[src/rtl/pcd_pkg.sv]
`timescale 1ns / 1ps

package pcd_pkg;

	localparam logic [7:0] PCT_CHAR   = 8'h25;
	localparam logic [7:0] PLUS_CHAR  = 8'h2B;
	localparam logic [7:0] SPACE_CHAR = 8'h20;
	localparam logic [7:0] ZERO_CHAR  = 8'h30;
	localparam logic [7:0] NINE_CHAR  = 8'h39;
	localparam logic [7:0] LOWER_A    = 8'h61;
	localparam logic [7:0] LOWER_F    = 8'h66;
	localparam logic [7:0] UPPER_A    = 8'h41;
	localparam logic [7:0] UPPER_F    = 8'h46;

	localparam int unsigned MaxResults = 3;

	typedef enum logic [1:0] {
		HOLD_NONE  = 2'd0,
		HOLD_PCT   = 2'd1,
		HOLD_DIGIT = 2'd2
	} hold_state_t;

	// one input's worth of decoded bytes, data[0] goes out first
	typedef struct packed {
		logic [MaxResults-1:0][7:0] data;
		logic [1:0]                 count;
		logic                       last;
	} group_t;

	// {valid, nibble}
	function automatic logic [4:0] hex_decode(input logic [7:0] b);
		logic [4:0] r;
		r = '0;
		if (b >= ZERO_CHAR && b <= NINE_CHAR) begin
			r = {1'b1, 4'(b - ZERO_CHAR)};
		end else if (b >= LOWER_A && b <= LOWER_F) begin
			r = {1'b1, 4'(b - LOWER_A + 8'd10)};
		end else if (b >= UPPER_A && b <= UPPER_F) begin
			r = {1'b1, 4'(b - UPPER_A + 8'd10)};
		end
		return r;
	endfunction

endpackage

[src/rtl/pcd_front.sv]
`timescale 1ns / 1ps

module pcd_front (
	input  logic              clk,
	input  logic              arst_n,
	input  logic              push,
	input  logic              full,
	input  logic [7:0]        in_byte,
	input  logic              in_last,
	output logic              grp_push,
	output pcd_pkg::group_t   grp
);

	pcd_pkg::hold_state_t state_q;
	pcd_pkg::hold_state_t state_d;
	logic [7:0]           digit_q;
	logic                 accept;
	logic [4:0]           hex_in;
	logic [3:0]           hex_held;
	logic                 is_hex;
	logic                 fresh_emit;
	logic [7:0]           fresh_byte;
	logic                 starts_escape;

	assign accept        = push & ~full;
	assign hex_in        = pcd_pkg::hex_decode(in_byte);
	assign hex_held      = 4'(pcd_pkg::hex_decode(digit_q));
	assign is_hex        = hex_in[4];
	assign starts_escape = (in_byte == pcd_pkg::PCT_CHAR) && !in_last;
	assign fresh_emit    = !starts_escape;

	always_comb begin
		if (in_byte == pcd_pkg::PLUS_CHAR) begin
			fresh_byte = pcd_pkg::SPACE_CHAR;
		end else begin
			fresh_byte = in_byte;
		end
	end

	// next state
	always_comb begin
		state_d = pcd_pkg::HOLD_NONE;
		unique case (state_q)
			pcd_pkg::HOLD_NONE: begin
				if (starts_escape) state_d = pcd_pkg::HOLD_PCT;
			end
			pcd_pkg::HOLD_PCT: begin
				if (is_hex && !in_last) state_d = pcd_pkg::HOLD_DIGIT;
				else if (!is_hex && starts_escape) state_d = pcd_pkg::HOLD_PCT;
			end
			pcd_pkg::HOLD_DIGIT: begin
				if (!is_hex && starts_escape) state_d = pcd_pkg::HOLD_PCT;
			end
			default: begin
				if (starts_escape) state_d = pcd_pkg::HOLD_PCT;
			end
		endcase
	end

	// decoded bytes for this transaction
	always_comb begin
		grp.data  = '0;
		grp.count = 2'd0;
		grp.last  = in_last;
		unique case (state_q)
			pcd_pkg::HOLD_PCT: begin
				if (is_hex) begin
					if (in_last) begin
						grp.data[0] = pcd_pkg::PCT_CHAR;
						grp.data[1] = in_byte;
						grp.count   = 2'd2;
					end
				end else begin
					grp.data[0] = pcd_pkg::PCT_CHAR;
					grp.data[1] = fresh_byte;
					grp.count   = fresh_emit ? 2'd2 : 2'd1;
				end
			end
			pcd_pkg::HOLD_DIGIT: begin
				if (is_hex) begin
					grp.data[0] = {hex_held, hex_in[3:0]};
					grp.count   = 2'd1;
				end else begin
					grp.data[0] = pcd_pkg::PCT_CHAR;
					grp.data[1] = digit_q;
					grp.data[2] = fresh_byte;
					grp.count   = fresh_emit ? 2'd3 : 2'd2;
				end
			end
			default: begin
				grp.data[0] = fresh_byte;
				grp.count   = fresh_emit ? 2'd1 : 2'd0;
			end
		endcase
	end

	assign grp_push = accept && (grp.count != 2'd0);

	always_ff @(posedge clk or negedge arst_n) begin
		if (!arst_n) begin
			state_q <= pcd_pkg::HOLD_NONE;
		end else if (accept) begin
			state_q <= state_d;
		end
	end

	always_ff @(posedge clk or negedge arst_n) begin
		if (!arst_n) begin
			digit_q <= '0;
		end else if (accept && state_q == pcd_pkg::HOLD_PCT && is_hex && !in_last) begin
			digit_q <= in_byte;
		end
	end

	assert property (@(posedge clk) disable iff (!arst_n)
		(accept && in_last) |=> (state_q == pcd_pkg::HOLD_NONE))
		else $error("escape still held after end of string");

	assert property (@(posedge clk) disable iff (!arst_n)
		(accept && in_last) |-> grp_push)
		else $error("end of string produced no output");

endmodule

[src/rtl/pcd_fifo.sv]
`timescale 1ns / 1ps

module pcd_fifo #(
	parameter int unsigned Depth = 4
) (
	input  logic            clk,
	input  logic            arst_n,
	input  logic            wr_en,
	input  pcd_pkg::group_t wr_data,
	output logic            full,
	input  logic            rd_en,
	output pcd_pkg::group_t rd_data,
	output logic            empty
);

	localparam int unsigned PtrW = (Depth > 1) ? $clog2(Depth) : 1;
	localparam int unsigned CntW = $clog2(Depth + 1);

	pcd_pkg::group_t mem_q [Depth];
	logic [PtrW-1:0] wr_ptr_q;
	logic [PtrW-1:0] rd_ptr_q;
	logic [CntW-1:0] count_q;

	assign full    = (count_q == CntW'(Depth));
	assign empty   = (count_q == '0);
	assign rd_data = mem_q[rd_ptr_q];

	always_ff @(posedge clk) begin
		if (wr_en) begin
			mem_q[wr_ptr_q] <= wr_data;
		end
	end

	always_ff @(posedge clk or negedge arst_n) begin
		if (!arst_n) begin
			wr_ptr_q <= '0;
			rd_ptr_q <= '0;
			count_q  <= '0;
		end else begin
			if (wr_en) begin
				wr_ptr_q <= (wr_ptr_q == PtrW'(Depth - 1)) ? '0 : wr_ptr_q + 1'b1;
			end
			if (rd_en) begin
				rd_ptr_q <= (rd_ptr_q == PtrW'(Depth - 1)) ? '0 : rd_ptr_q + 1'b1;
			end
			if (wr_en && !rd_en) begin
				count_q <= count_q + 1'b1;
			end else if (rd_en && !wr_en) begin
				count_q <= count_q - 1'b1;
			end
		end
	end

	assert property (@(posedge clk) disable iff (!arst_n) wr_en |-> !full)
		else $error("queue write while full");

	assert property (@(posedge clk) disable iff (!arst_n) rd_en |-> !empty)
		else $error("queue read while empty");

endmodule

[src/rtl/pcd_back.sv]
`timescale 1ns / 1ps

module pcd_back (
	input  logic            clk,
	input  logic            arst_n,
	input  pcd_pkg::group_t head,
	input  logic            head_empty,
	output logic            head_pop,
	output logic            empty,
	input  logic            pop,
	output logic [7:0]      out_byte,
	output logic            run_end,
	output logic            string_end
);

	logic [1:0] idx_q;
	logic       valid_q;
	logic       load;
	logic       final_one;

	assign load      = !head_empty && (!valid_q || pop);
	assign final_one = (idx_q == head.count - 2'd1);
	assign head_pop  = load && final_one;
	assign empty     = !valid_q;

	always_ff @(posedge clk or negedge arst_n) begin
		if (!arst_n) begin
			valid_q <= 1'b0;
			idx_q   <= '0;
		end else begin
			if (load) begin
				valid_q <= 1'b1;
				idx_q   <= final_one ? 2'd0 : idx_q + 2'd1;
			end else if (pop) begin
				valid_q <= 1'b0;
			end
		end
	end

	always_ff @(posedge clk) begin
		if (load) begin
			out_byte   <= head.data[idx_q];
			run_end    <= final_one;
			string_end <= final_one && head.last;
		end
	end

	assert property (@(posedge clk) disable iff (!arst_n)
		!head_empty |-> (head.count != 2'd0) && (idx_q < head.count))
		else $error("byte index outside queued group");

	assert property (@(posedge clk) disable iff (!arst_n)
		(valid_q && string_end) |-> run_end)
		else $error("string end without run end");

endmodule

[src/rtl/percent_decode_stream.sv]
// channel   direction  handshake             payload
// input     in         push / full           in_byte, in_last
// result    out        empty / pop           out_byte, run_end, string_end
//
// the front decodes an input byte; its results pass through the queue into
// the result register. one input is taken every cycle while the queue has
// room. the result register drains one byte per cycle while the receiver
// pops, so an input that gives two or three bytes holds the back end longer
// and the queue of QUEUE_DEPTH groups absorbs it. arst_n empties the queue
// and drops any held escape. full rises only when the queue is full.
`timescale 1ns / 1ps

module percent_decode_stream #(
	parameter int unsigned QUEUE_DEPTH = 4
) (
	input  logic       clk,
	input  logic       arst_n,
	input  logic       push,
	output logic       full,
	input  logic [7:0] in_byte,
	input  logic       in_last,
	output logic       empty,
	input  logic       pop,
	output logic [7:0] out_byte,
	output logic       run_end,
	output logic       string_end
);

	pcd_pkg::group_t grp;
	pcd_pkg::group_t head;
	logic            grp_push;
	logic            head_pop;
	logic            head_empty;

	pcd_front u_front (
		.clk      (clk),
		.arst_n   (arst_n),
		.push     (push),
		.full     (full),
		.in_byte  (in_byte),
		.in_last  (in_last),
		.grp_push (grp_push),
		.grp      (grp)
	);

	pcd_fifo #(
		.Depth (QUEUE_DEPTH)
	) u_fifo (
		.clk     (clk),
		.arst_n  (arst_n),
		.wr_en   (grp_push),
		.wr_data (grp),
		.full    (full),
		.rd_en   (head_pop),
		.rd_data (head),
		.empty   (head_empty)
	);

	pcd_back u_back (
		.clk        (clk),
		.arst_n     (arst_n),
		.head       (head),
		.head_empty (head_empty),
		.head_pop   (head_pop),
		.empty      (empty),
		.pop        (pop),
		.out_byte   (out_byte),
		.run_end    (run_end),
		.string_end (string_end)
	);

endmodule

[config.mk]
export PLATFORM = sky130hd
export DESIGN_NAME = percent_decode_stream
export DESIGN_NICKNAME = d
export VERILOG_FILES = /design/src/rtl/pcd_pkg.sv /design/src/rtl/pcd_front.sv /design/src/rtl/pcd_fifo.sv /design/src/rtl/pcd_back.sv /design/src/rtl/percent_decode_stream.sv
export SDC_FILE = /design/constraint.sdc
export NUM_CORES = 1
export LEC_CHECK = 0
export BUFFER_PORTS_ARGS = -buffer_cell sky130_fd_sc_hd__clkbuf_2
export CORE_MARGIN = 2
export CORE_UTILIZATION = 32
export CTS_CLUSTER_SIZE = 12
export DETAILED_ROUTE_END_ITERATION = 6
export SYNTH_ARGS = -nofsm -noshare
export SYNTH_HDL_FRONTEND = slang
export SYNTH_SLANG_ARGS = --single-unit
export TNS_END_PERCENT = 20
[constraint.sdc]
create_clock -name clk -period 3.34 [get_ports clk]
set_input_delay 0.668 -clock clk [delete_from_list [all_inputs] [get_ports clk]]
set_output_delay 0.668 -clock clk [all_outputs]
set_load 0.02 [all_outputs]
==> results.md <==
* Post-CTS Setup Repair Bufs at 0
* Placed Cells incl. Taps at 675
* P_leak at 2.633 nW
* Post-synth EDFFs at 118
* Actual slew at the worst max-slew pin at 597.0 ps
* PD cells at 795.8 nW/um^2
* Clock slew at the register clock pins of the worst setup and hold paths at 60 ps
* Cell count along the critical path at 12
* Mapped cell area at 6206 sq um
* Comb pwr share at 26.8%
* Ys Warns at 0
* Core area at 18890 sq um
* Yosys top cell by area: edfxtp_1
* Fin crit period at 2966 ps
* Largest net degree at the start of global routing at 28
* Outcome: finished, final reports clean
* Final worst setup slack at 374.1 ps
* Clock Sink Count at 138
* Routed WL at 12590 um
* Worst skew pair latency at 420 ps
* Post-synthesis xor/xnor area fraction at 0.9879%
* CTS HTree Levels at 4
* Area contributors post-synth: edfxtp_1, mux4_2, dfrtp_1
* R2R setup slack at 370 ps
* ANT nets after route at 0
* Async set-reset flop share out of synthesis at 14.49%
* Sum Neg Setup Slack at 0 ps
* Routed wire per std cell at 17.81 um
* Io pins at 25
* Slowest CP cell: mux4_2
* Critical Path Fanout Max at 7
* CP arrival at 3310 ps
* Post-CTS Hold Buffers at 0
* R2R depth at 12
* Most frequent CP cell: nor2_1
* Syn_nets at 422
* Post-synthesis register bit count at 138
* DP Wirelength at 8387 um
* Pre-CTS setup slack at 96.92 ps
* Die height at 143.3 um
* Net Sw Power at 1.701 mW
* Final Hold Slack at 220.9 ps
* Clock Skews at 8.417 ps
* Worst path bufs/invs at 2
* CTS Root Cell: clkbuf_16
* DP Area at 6693 sq um
* Post-synthesis sequential area ratio at 65.16%
* Max-cap violation count at 0
* Mapped Avg Cell Area at 15.83 sq um
* Main combinational cell family by area after synthesis: multiplexers
* Vias in the first global route at 3573
* Synth Area in Compound Gates at 6.956%
* Synth top area share at 57.10%
* Clk pwr share at 30.6%
* Num CTS Buffers at 17
* Final worst path period share at 88.80%
* Worst-path cell chain: mux4_2, xnor2_1, nor2_1, a22oi_1, nor2_1, inv_1, ha_1, inv_1, fa_1, xor2_1, nor2_1, xor2_1
* Top Family by Delay on Critical Path: multiplexers
* Critical Path Sink Type: register
* Seq pwr share at 42.6%
* CTS tree: built
* Net Sw Frac at 29.47%
* Routability Congestion at 0.8558
* Setup Crit Path Kind: register to register
* Internal power at 4.071 mW
* Reg2reg end: u_fifo.count_q[2]
* Clock Tree Buf Depth at 2
* Initial antenna violation count at 0
* Final instance area at 7253 sq um
* Initial cell density of the core at 32.85%
* Crit path launch type: register
* # rows at 50
* Post-synthesis mux area share at 13.61%
* Cts repair resizes at 0
* Maximum vdd drop at 0.0004228 V
* PortBufs at 24
* RSZ-0062 raised after global routing: no
* Die Wd at 143.3 um
* Simple-Gate Fraction of Synth Area at 6.996%
* Mapped Cells at 392
* DR vias at 3381
* Vias per std cell at 4.782
* Hold Fails Final Rpt at 0
* Hold Path Class: input pin to async pin
* Total GRT Usage at 13.17%
* Die ar. at 20520 sq um
* Relative slew slack at 59.78%
* Slew Limit Fails at 0
* Ant diodes at 0
* Nets@finish at 464
* Drt pass-1 iters at 4
* 1st-iter DRT viols at 258
* Fmax at 0.3372 GHz
* First-pass GRT wire length at 19820 um
* Data required, critical path at 3680 ps
* Total power at 5.772 mW
* Count of cell types in the netlist at 55
* GRT Residual Overflow at 0
* RR Startpoint: u_fifo.rd_ptr_q[0]
* CP max stage delay at 570 ps
* Layout Utilization at 38.39%
* Area Growth Syn to Fin at 16.88%
* Layout cell share with drive strength beyond 1 at 24.38%
* Final setup violation count at 0
* DR DRC count at 0
* Final Non-Filler Cells at 707
* Post-Synth Adder-Cell Area at 3.548%
* Most used flip-flop cell after synthesis: edfxtp_1
-- registers in the layout, indices dropped and copies added (netlist names) --
name and cells:
u_back.idx_q 2, u_back.out_byte 8, u_fifo.mem_q 108, u_back.run_end 1
u_back.string_end 1, u_front.digit_q 8, u_front.state_q 2, u_fifo.rd_ptr_q 2
u_back.valid_q 1, u_fifo.wr_ptr_q 2, u_fifo.count_q 3
-- power by group through the flow --
stage	logic [mW]	clock network, mW	registers [mW]
after global placement	1.57	0	2.47
after detailed placement	1.59	0	2.50
after global routing	1.71	1.87	2.50
after floorplan	1.08	0	2.51
after CTS	1.60	1.79	2.47
final	1.55	1.76	2.46
-- routing by layer --
metal | part of all wire, % | vias up | global-route usage, %
met1 | 45 | 1708 | 17.15
met3 | 4.5 | 8 | 2.649
met4 | 1.1 | 0 | 5.831
met2 | 49 | 78 | 21.41
met5 | 0 | - | 0
li1 | - | 1587 | -
-- worst max-delay path by stage --
stage	start	end	slack, ps
after CTS	u_fifo.rd_ptr_q[0]	u_fifo.count_q[2]	360
after detailed placement	in_byte[0]	u_fifo.count_q[1]	100
final	u_fifo.rd_ptr_q[0]	u_fifo.count_q[2]	370
after floorplan	in_byte[3]	u_fifo.count_q[1]	310
after global placement	in_byte[0]	u_fifo.count_q[1]	200
after global routing	u_fifo.rd_ptr_q[0]	u_fifo.count_q[2]	150
-- cell usage in the layout, fill, tap and decap left out, types with 5 or more instances in the layout --
cell       synthesis  routed
clkbuf_16          0      17
mux4_2            27      27
o21ai_0           13      13
and3_1             5       5
a22oi_1            8       8
nor2b_1            6       6
o22ai_1            8       8
nand2_1           14      14
buf_4              0      15
edfxtp_1         118     118
clkbuf_2           0      24
xnor2_1            5       5
ha_1              16      16
and2_1             9       9
mux2i_1           12      12
a21oi_1           10      10
nor2_1            20      20
inv_1             26      26
dfrtp_1           20      19
-- synth_stat cells, types with 9 or more instances --
master / instances
inv_1: 26
mux2i_1: 12
ha_1: 16
and2_1: 9
edfxtp_1: 118
o21ai_0: 13
mux4_2: 27
nor2_1: 20
a21oi_1: 10
dfrtp_1: 20
clkbuf_1: 9
nand2_1: 14
-- logic make-up (layout without fill, tap and decap cells) --
family | after synthesis | count (layout)
flip-flops | 138 | 138
AND/OR/NAND/NOR | 78 | 78
AO/OA/AOI/OAI | 62 | 62
multiplexers | 48 | 48
buffers and inverters | 42 | 97
adder cells (fa/ha/maj) | 17 | 17
XOR/XNOR | 7 | 7
-- cell type report --
type	instances	area, sq um
fill	1773	11640
sequential	138	4045
multi-input combinational	212	1992
clock buffer	18	429.2
tap	260	325.3
timing repair buffer	39	232.7
clock inverter	14	131.4
inverter	26	97.59
(Power assumes the default switching activity.)
